`config.mk`:
```
export PLATFORM = sky130hd
export DESIGN_NAME = bba_ram
export DESIGN_NICKNAME = d
export VERILOG_FILES = /design/src/hw/rtl/buddy_block_allocator_core_defines.svh /design/src/hw/rtl/bba_ram.sv
export SDC_FILE = /design/constraint.sdc
export NUM_CORES = 1
export LEC_CHECK = 0
export BUFFER_PORTS_ARGS = -buffer_cell sky130_fd_sc_hd__buf_2
export CAP_MARGIN = 20
export CORE_MARGIN = 1
export CORE_UTILIZATION = 60
export CTS_BUF_LIST = sky130_fd_sc_hd__clkbuf_8 sky130_fd_sc_hd__clkbuf_16
export CTS_CLUSTER_SIZE = 40
export DETAILED_ROUTE_END_ITERATION = 8
export GPL_TIMING_DRIVEN = 0
export PLACE_DENSITY = 0.78
export SYNTH_ARGS = -nofsm -noshare
export SYNTH_HDL_FRONTEND = slang
export SYNTH_SLANG_ARGS = --single-unit
```
`constraint.sdc`:
```
create_clock -name clock -period 1.75 [get_ports clock]
set_input_delay 0 -clock clock [delete_from_list [all_inputs] [get_ports clock]]
set_output_delay 0 -clock clock [all_outputs]
set_load 0.05 [all_outputs]
```
`src/hw/rtl/buddy_block_allocator_core_defines.svh`:
```
// ----------------------------------------------------------------------------
// buddy block allocator assertion macros
// concurrent assertion wrappers, compiled out when ASSERT_OFF is set
// ----------------------------------------------------------------------------
`ifndef BUDDY_BLOCK_ALLOCATOR_CORE_DEFINES_SVH
`define BUDDY_BLOCK_ALLOCATOR_CORE_DEFINES_SVH

`ifndef ASSERT_OFF
`define BBA_ASSERT(lbl, clk, rst, prop, msg) \
   lbl: assert property (@(posedge clk) disable iff (rst) prop) else $error(msg);
`define BBA_ASSERT_ALWAYS(lbl, clk, prop, msg) \
   lbl: assert property (@(posedge clk) prop) else $error(msg);
`else
`define BBA_ASSERT(lbl, clk, rst, prop, msg)
`define BBA_ASSERT_ALWAYS(lbl, clk, prop, msg)
`endif

`endif

```
`src/hw/rtl/bba_ram.sv`:
```
// ----------------------------------------------------------------------------
// bba_ram
// generic synchronous ram, one write port, one read port, registered read
// ----------------------------------------------------------------------------
module bba_ram #(
   parameter int WIDTH = 8,
   parameter int DEPTH = 16
) (
   input  logic                     clock,
   input  logic                     we,
   input  logic [$clog2(DEPTH)-1:0] waddr,
   input  logic [WIDTH-1:0]         wdata,
   input  logic [$clog2(DEPTH)-1:0] raddr,
   output logic [WIDTH-1:0]         rdata
);

   logic [WIDTH-1:0] mem [DEPTH];
   logic [WIDTH-1:0] rdata_ff;

   always_ff @(posedge clock) begin
      if (we) begin
         mem[waddr] <= wdata;
      end
      rdata_ff <= mem[raddr];
   end

   assign rdata = rdata_ff;

endmodule

```
==> impl_metrics.tcl, run 1 <==
set metrics [dict create \
    status "completed" \
    utilization_pct 74.0 \
    post-cts-setup-buffers 0 \
    cts_tree "yes" \
    synth_cell_types 19 \
    synth_warnings 0 \
    core_area_sq_mm 0.00826 \
    cts.clk_slew.worst_paths_ns 0.06 \
    cts_made_buffers 17 \
    cp_data_required_time_ns 2.13 \
    dp_hpwl_mm 5.93 \
    drt_pre_antenna_iters 4 \
    synthDominantCellAreaShare_pct 74.7 \
    swShare_pct 21.3 \
    finalCriticalPeriod_ns 1.45 \
    period_share_pct 83.0 \
    grt_first_pass_wirelength_mm 14.9 \
    antenna_found_initial 0 \
    power.density_mw_per_mm2 1220 \
    gp_congestion 0.711 \
    slew_viol_final 0 \
    seq_area_sq_mm 0.00400 \
    critical-path-max-stage-delay_ns 0.57 \
    synthesis.nets 247 \
    clkLatencyLatePin_ns 0.51 \
    avgSynthCellArea_sq_um 22.5 \
    cts.htree.levels 4 \
    fin_skew_ns 0.00582 \
    ant_nets 0 \
    io_buffers 24 \
    die_h_um 94.6 \
    cp-start-kind "input pin" \
    hold_depth 4 \
    cts.sinks 136 \
    p_int_mw 5.85 \
    multi_input_area_sq_mm 0.00106 \
    clock.fmax_mhz 689 \
    routedWlPerCell_um 24.4 \
    reg2reg_depth 3 \
    grt_pass1_vias 2476 \
    setup_viol 0 \
    critPathCaptureType "register" \
    cts-hold-fix-buffers 13 \
    cts-root-buf "clkbuf_8" \
    nets 307 \
    first_iter_violations 351 \
    cts_buffer_depth 2 \
    setup_ws_ns 0.298 \
    routed_via_density 6.30 \
    slew_headroom_pct 45.1 \
    track_usage_pct 25.3 \
    worst_pin_slew_ns 0.821 \
    grt_max_degree 17 \
    wl_mm 9.92 \
    n_fill_cell 456 \
    drive_above_1_share_pct 28.5 \
    num_rows 33 \
    seq_area_frac_synth_pct 77.8 \
    start_util_pct 62.3 \
    dieWidth_um 94.6 \
    cts_resized 0 \
    hold_viol 0 \
    preCtsSetupSlack_ns 0.0777 \
    fp.dieArea_sq_mm 0.00895 \
    irDropWorstVdd_mv 0.738 \
    grt_overflow 0 \
    yosys-top-cells-area "edfxtp_1 (75%), mux4_2 (7.9%), mux4_1 (7.1%)" \
    yosys.area.top_type "edfxtp_1" \
    drv_cap 0 \
    combPwrFrac_pct 5.9 \
    crit_chain "dlygate4sd3_1 > buf_6 > buf_4 > mux4_2 > a22oi_1 > nand2_1" \
    min_path_type "in -> reg" \
    power.leakage_nw 2.09 \
    vias 2564 \
    crit_path_max_fanout 10 \
    power_frac_seq_pct 49.3 \
    syn_area_sq_mm 0.00515 \
    syn2layout_area_growth_pct 18.8 \
    antenna_cells 0 \
    io_pins 26 \
    syn_inst 229 \
    r2r_slack_ns 0.35 \
    cpMaxStageDelayCell "mux4_2" \
    ys_ff_latch 136 \
    cp_data_arrival_time_ns 1.84 \
    p_clk_share_pct 44.8 \
    path_class "in -> reg" \
    rsz0062_at_grt "false" \
    drc_errors 0 \
    p_switching_mw 1.58 \
]
-- stage by stage --
| step | instances | setup TNS, ns | instance area [sq um] | power, mW | hold slack (ns) |
|---|---|---|---|---|---|
| 2_1_floorplan | 229 | 0 | 5150 | 3.99 | 0.0989 |
| 3_3_place_gp | 358 | -2.30 | 5400 | 4.12 | 0.392 |
| 3_5_place_dp | 362 | 0 | 5420 | 4.14 | 0.410 |
| 4_1_cts | 407 | 0 | 6110 | 7.45 | 0.0236 |
| 5_1_grt | 407 | 0 | 6110 | 7.64 | 0.0345 |
| 6_report | 407 | 0 | 6110 | 7.43 | 0.0326 |
-- state kept, by name, indices dropped and copies added, names as in the netlist --
register / flops
mem: 128
rdata: 8
-- layout make-up --
cell class	instances	area share, %
flip-flops and latches	136	65.5
multi-input cells	83	17.3
well taps	105	2.15
repair buffers	41	4.46
clock inverters	14	2.19
clock buffers	18	7.00
plain buffers	10	1.41
-- cell usage after synthesis (all sizes together) --
cell type,n
nor2,13
nand3,1
and2,1
or3b,1
and2b,1
a22oi,16
nand2b,2
nor3,4
nand3b,2
dfxtp,8
clkdlybuf4s25,3
nand2,9
mux4,32
nor2b,1
edfxtp,128
buf,7
-- kinds of logic (layout without fill, tap and decap cells) --
family | count (synthesis) | count (layout) | synth area share [%]
AOI/OAI and AO/OA | 16 | 16 | 2.33
buffers and inverters | 10 | 83 | 1.68
DFF | 136 | 136 | 77.8
muxes | 32 | 32 | 15.0
and+or+nand+nor | 35 | 35 | 3.18
-- power by group through the flow --
stage	clock network (mW)	registers, mW	logic [mW]
5_1_grt	3.51	3.67	0.467
2_1_floorplan	0	3.80	0.185
3_5_place_dp	0	3.73	0.415
3_3_place_gp	0	3.72	0.404
6_report	3.33	3.66	0.441
4_1_cts	3.34	3.66	0.441
-- worst paths after layout --
check	startpoint	end
setup / recovery	raddr[0]	rdata[5]
hold / removal	raddr[3]	rdata[0]
setup reg to reg	mem[5][3]	rdata[3]
hold reg to reg	mem[11][2]	rdata[2]
-- cell usage in the layout (no fill, tap or decap), types with 4 or more instances in the layout --
| master | netlist | layout |
|---|---|---|
| mux4_2 | 18 | 18 |
| nor2_1 | 13 | 13 |
| dlygate4sd3_1 | 0 | 13 |
| a22oi_1 | 16 | 16 |
| clkinvlp_4 | 0 | 4 |
| clkbuf_16 | 0 | 16 |
| edfxtp_1 | 128 | 128 |
| nor3_1 | 4 | 4 |
| nand2_1 | 9 | 9 |
| buf_2 | 3 | 30 |
| dfxtp_1 | 8 | 8 |
| mux4_1 | 14 | 14 |
-- layer usage --
layer | vias to the layer above | global-route usage (%) | wire, um
met4 | 0 | 10.6 | 188
met2 | 137 | 36.5 | 4810
met1 | 1316 | 37.3 | 4200
li1 | 1095 | - | -
met3 | 16 | 6.76 | 727
met5 | - | 0 | 0
-- critical path: cells and delay by family --
family                 cells  cell delay, ns
buffers and inverters      3            0.92
muxes                      1            0.57
AOI/OAI and AO/OA          1            0.23
and+or+nand+nor            1            0.11
(Power assumes the default switching activity.)
==> run 2, diff against run 1 <==
Settings changed: CORE_UTILIZATION 60 to 54, PLACE_DENSITY 0.78 to 0.74.
Clock period 1.75 ns to 1.31 ns, I/O delays scaled along.
==> impl_metrics.tcl, run 2 (synthesis results as in run 1) <==
set metrics [dict create \
    status "complete, but fails checks" \
    violations "negative hold slack" \
    cpMaxStageDelayCell "mux4_2" \
    critPathTopFamily "multiplexers" \
    placed_area_sq_mm 0.00545 \
    clock.fmax_mhz 778 \
    die_h_um 99.6 \
    power.leakage_nw 2.06 \
    rsz0062_at_grt "true" \
    grt_overflow 0 \
    path_class "reg -> reg" \
    p_clk_share_pct 44.4 \
    top_register "mem" \
    critical-path-max-stage-delay_ns 0.49 \
    fin_area_sq_mm 0.00613 \
    cts.clk_slew.worst_paths_ns 0.06 \
    gp_congestion 0.713 \
    grt_first_pass_wirelength_mm 14.4 \
    cp_data_required_time_ns 1.70 \
    largest_reg_flops 128 \
    cp_data_arrival_time_ns 1.68 \
    cts_tree "yes" \
    crit_path_max_fanout 1 \
    worst_pin_slew_ns 0.816 \
    track_usage_pct 21.5 \
    fin_cells 427 \
    fin_skew_ns 0.0134 \
    drt_pre_antenna_iters 4 \
    p_total_mw 9.88 \
    wl_mm 9.61 \
    vias 2475 \
    drc_errors 0 \
    drv_cap 0 \
    io_pins 26 \
    core_area_sq_mm 0.00924 \
    routed.top_layer "met4" \
    p_switching_mw 2.03 \
    cts-root-buf "clkbuf_8" \
    preCtsSetupSlack_ns -0.408 \
    grt_max_degree 17 \
    n_fill_cell 593 \
    drt-met1-wl_mm 4.00 \
    cp-start-kind "register" \
    critPathCaptureType "register" \
    power_frac_seq_pct 49.5 \
    cts_buffer_depth 2 \
    io_buffers 24 \
    cts.sinks 136 \
    holdWs_ns -0.00790 \
    finalCriticalPeriod_ns 1.29 \
    wl_met3_um 797 \
    most-common-layout-cells "edfxtp_1 (128), buf_2 (27), mux4_2 (25)" \
    start_util_pct 55.7 \
    syn2layout_area_growth_pct 19.2 \
    seq_area_sq_mm 0.00400 \
    hold_viol 10 \
    slew_viol_final 0 \
    slew_headroom_pct 45.4 \
    cts-hold-fix-buffers 10 \
    setup_ws_ns 0.0247 \
    cp_num_buf_inv 0 \
    swShare_pct 20.6 \
    multi_input_area_sq_mm 0.00108 \
    nets 303 \
    layout_commonest_cell "edfxtp_1" \
    fp.dieArea_sq_mm 0.00993 \
    grt_pass1_vias 2458 \
    power.density_mw_per_mm2 1610 \
    min_path_type "in -> reg" \
    clkLatencyLatePin_ns 0.51 \
    p_int_mw 7.85 \
    dp_hpwl_mm 6.00 \
    dr_wl_met2_mm 4.75 \
    num_rows 35 \
    crit_chain "mux4_2 > a22oi_2 > nand2_1" \
    irDropWorstVdd_mv 1.15 \
    tns_ns 0 \
    ant_nets 0 \
    setup_viol 0 \
    cts.htree.levels 4 \
    first_iter_violations 362 \
    antenna_found_initial 0 \
    routedWlPerCell_um 22.5 \
    drive_above_1_share_pct 33.6 \
    combPwrFrac_pct 6.1 \
    routed_via_density 5.80 \
    dieWidth_um 99.6 \
    antenna_cells 0 \
    cts_made_buffers 17 \
    dp_cells 385 \
    period_share_pct 98.1 \
]
run 2: worst paths after layout:
check / startpoint / end / slack (ns) / depth (start not counted)
min reg2reg: mem[8][1] / rdata[1] / 0.68 / 3
min: waddr[0] / mem[8][5] / -0.008 / 2
max reg2reg: mem[3][7] / rdata[7] / 0.02 / 3
max: mem[3][7] / rdata[7] / 0.02 / 3
run 2: per-layer routing:
layer	vias up	global-route usage (%)
met2	108	32.4
li1	1081	-
met1	1280	30.9
met5	-	0
met3	6	5.48
met4	0	7.92
run 2: power by group through the flow:
stage / sequential, mW / combinational (mW) / clock [mW]
5_1_grt: 4.90 / 0.639 / 4.61
6_report: 4.89 / 0.603 / 4.39
3_5_place_dp: 4.98 / 0.559 / 0
2_1_floorplan: 5.08 / 0.247 / 0
3_3_place_gp: 4.97 / 0.544 / 0
4_1_cts: 4.89 / 0.600 / 4.43
run 2: layout make-up:
| class | count | area share, % |
|---|---|---|
| Sequential cell | 136 | 65.3 |
| Buffer | 10 | 1.45 |
| Multi-Input combinational cell | 83 | 17.6 |
| Clock inverter | 13 | 1.90 |
| Timing Repair Buffer | 37 | 3.92 |
| Clock buffer | 19 | 7.20 |
| Tap cell | 129 | 2.63 |
run 2: worst reg2reg max path, stage by stage, from the launching register on:
cell and delay, ns:
edfxtp_1 0.36, mux4_2 0.49, a22oi_2 0.24, nand2_1 0.07
run 2: through the flow:
step	hold WS, ns	util, %
floorplan	0.0989	-
global placement	0.392	58.8
detailed placement	0.410	59.0
CTS	-0.0285	66.4
global route	-0.0224	66.4
finish	-0.00790	66.4
run 2: what timing repair did:
action	CTS	global route
endpoints found under the setup margin	7	5
setup buffers	0	0
endpoints found under the hold margin	146	15
gates cloned	0	0
pin swaps	4	3
resized for setup	9	8
==> run 3, diff against run 2 <==
Settings changed: ABC_AREA set to 1, CORE_UTILIZATION 54 to 55, PLACE_DENSITY 0.74 to 0.75.
==> impl_metrics.tcl, run 3 <==
set metrics [dict create \
    cts_tree "yes" \
    io_buffers 22 \
    synth_edf_count 128 \
    most-common-layout-cells "nand2_1 (173), edfxtp_1 (128), inv_1 (105)" \
    core_area_sq_mm 0.0102 \
    hold_viol 0 \
    crit_chain "dlygate4sd3_1 > buf_2 > inv_1 > buf_4 > nand3_1 > nand3_1 > nand2_1" \
    cts_made_buffers 17 \
    cp_common_cell "nand3_1" \
    gp_congestion 0.899 \
    synthDominantCellAreaShare_pct 66.7 \
    wl_met3_mm 1.33 \
    worst_pin_slew_ns 0.929 \
    cp_data_arrival_time_ns 1.58 \
    syn_area_sq_mm 0.00577 \
    routed.top_layer "met4" \
    drv_cap 0 \
    n_fill_cell 757 \
    grt_max_degree 17 \
    wl_mm 13.7 \
    critPathCaptureType "register" \
    cts.clk_slew.worst_paths_ns 0.06 \
    synthesis.nets 569 \
    dr_wl_met2_mm 6.55 \
    antenna_found_initial 0 \
    drt_pre_antenna_iters 5 \
    vias 3966 \
    synth_warnings 0 \
    slew_viol_final 0 \
    cts_buffer_depth 2 \
    cts.sinks 136 \
    nets 621 \
    grt_first_pass_wirelength_mm 21.1 \
    multi_input_area_sq_mm 0.00121 \
    routedWlPerCell_um 18.2 \
    synth_cell_types 12 \
    cts.htree.levels 4 \
    num_rows 37 \
    layout_commonest_cell "nand2_1" \
    ys_ff_latch 136 \
    drc_errors 0 \
    fin_skew_ns 0.00663 \
    dp_hpwl_mm 8.82 \
    track_usage_pct 27.2 \
    seq_area_frac_synth_pct 69.4 \
    min_path_type "in -> reg" \
    clkLatencyLatePin_ns 0.52 \
    synthFlopType "edfxtp_1" \
    cts-root-buf "clkbuf_8" \
    path_class "in -> reg" \
    top_register "mem" \
    avgSynthCellArea_sq_um 10.5 \
    dp_cells 709 \
    dieWidth_um 104 \
    synthTopCellsByCount "nand2_1 (173), edfxtp_1 (128), inv_1 (100), nand3_1 (97), nor2_1 (17)" \
    grt_overflow 0 \
    utilization_pct 66.1 \
    syn_inst 551 \
    critPathTopFamily "buffers and inverters" \
    yosysMostFrequentCell "nand2_1" \
    die_h_um 104 \
    largest_reg_flops 128 \
    period_share_pct 89.8 \
    antenna_cells 0 \
    start_util_pct 56.4 \
    cts_resized 0 \
    placed_area_sq_mm 0.00605 \
    async_flop_share_pct 0 \
    post-cts-setup-buffers 0 \
    grt_pass1_vias 3838 \
    first_iter_violations 426 \
    crit_path_max_fanout 10 \
    seq_area_sq_mm 0.00400 \
    ant_nets 0 \
    fin_cells 752 \
    status "completed" \
    irDropWorstVdd_mv 0.966 \
    power.leakage_nw 2.97 \
    cp_data_required_time_ns 1.71 \
    syn2layout_area_growth_pct 17.4 \
    cp_num_buf_inv 4 \
    power.density_mw_per_mm2 1560 \
    cp-start-kind "input pin" \
    drt-met1-wl_mm 5.45 \
    routed_via_density 5.27 \
    critical-path-max-stage-delay_ns 0.53 \
    fp.dieArea_sq_mm 0.0109 \
    yosys-top-cells-area "edfxtp_1 (67%), nand2_1 (11%), nand3_1 (8.4%)" \
    slew_headroom_pct 37.9 \
    yosys.area.top_type "edfxtp_1" \
    fin_area_sq_mm 0.00677 \
    drive_above_1_share_pct 12.0 \
    io_pins 26 \
    rsz0062_at_grt "false" \
    clock.fmax_mhz 850 \
    finalCriticalPeriod_ns 1.18 \
    setup_viol 0 \
    cpMaxStageDelayCell "dlygate4sd3_1" \
]
## run 3: changes by cell type after synthesis, sizes merged, moves of 16 or more
cell / before / now
inv: 0 / 102
nand2: 9 / 173
a22oi: 16 / 0
mux4: 32 / 0
buf: 7 / 24
nand3: 1 / 97
## run 3: cells by family after synthesis
| kind of cell | Yosys count | synth area share, % |
|---|---|---|
| AND/OR/NAND/NOR | 289 | 21.0 |
| flip-flops | 136 | 69.4 |
| buffers and inverters | 126 | 9.52 |
## run 3: repair_timing
action,4_1_cts,5_1_grt
hold buffers,11,0
endpoints found under the setup margin,0,0
endpoints found under the hold margin,136,0
## run 3: final timing paths
| kind | from | endpoint | slack (ns) | depth (start not counted) |
|---|---|---|---|---|
| hold reg to reg | mem[4][0] | rdata[0] | 0.70 | 6 |
| setup / recovery | raddr[2] | rdata[1] | 0.13 | 7 |
| hold / removal | we | mem[3][6] | 0.1 | 3 |
| setup reg to reg | mem[10][2] | rdata[2] | 0.25 | 6 |
## run 3: cell type report
cell class	count	share of cell area [%]
plain buffers	24	2.46
clock buffers	17	6.12
clock inverters	15	2.90
inverters	102	5.66
multi-input cells	289	17.9
flip-flops and latches	136	59.2
well taps	136	2.51
repair buffers	33	3.25
## run 3: worst min-delay path: stages
cell	delay [ns]
buf_2	0.12
nand2_1	0.12
nor2_1	0.17
## run 3: report_power, final
group / switching (mW) / internal, mW
logic: 0.545 / 0.209
registers: 0.0262 / 4.87
clock network: 1.68 / 3.23
## run 3: per-stage QoR
stage          worst slack, ns  power [mW]  hold slack (ns)  setup TNS [ns]
4_1_cts                  0.194        10.6           0.0765               0
3_3_place_gp            -0.162        5.67            0.415           -5.40
5_1_grt                  0.119        10.8            0.114               0
6_report                 0.134        10.6           0.0954               0
3_5_place_dp            -0.175        5.69            0.424           -8.95
2_1_floorplan            0.359        5.42           0.0989               0
## run 3: metal layers
layer  vias to the layer above  GRT usage [%]
met3                        29           6.64
li1                       1879              -
met4                         0           12.2
met2                       210           42.7
met5                         -              0
met1                      1848           36.0
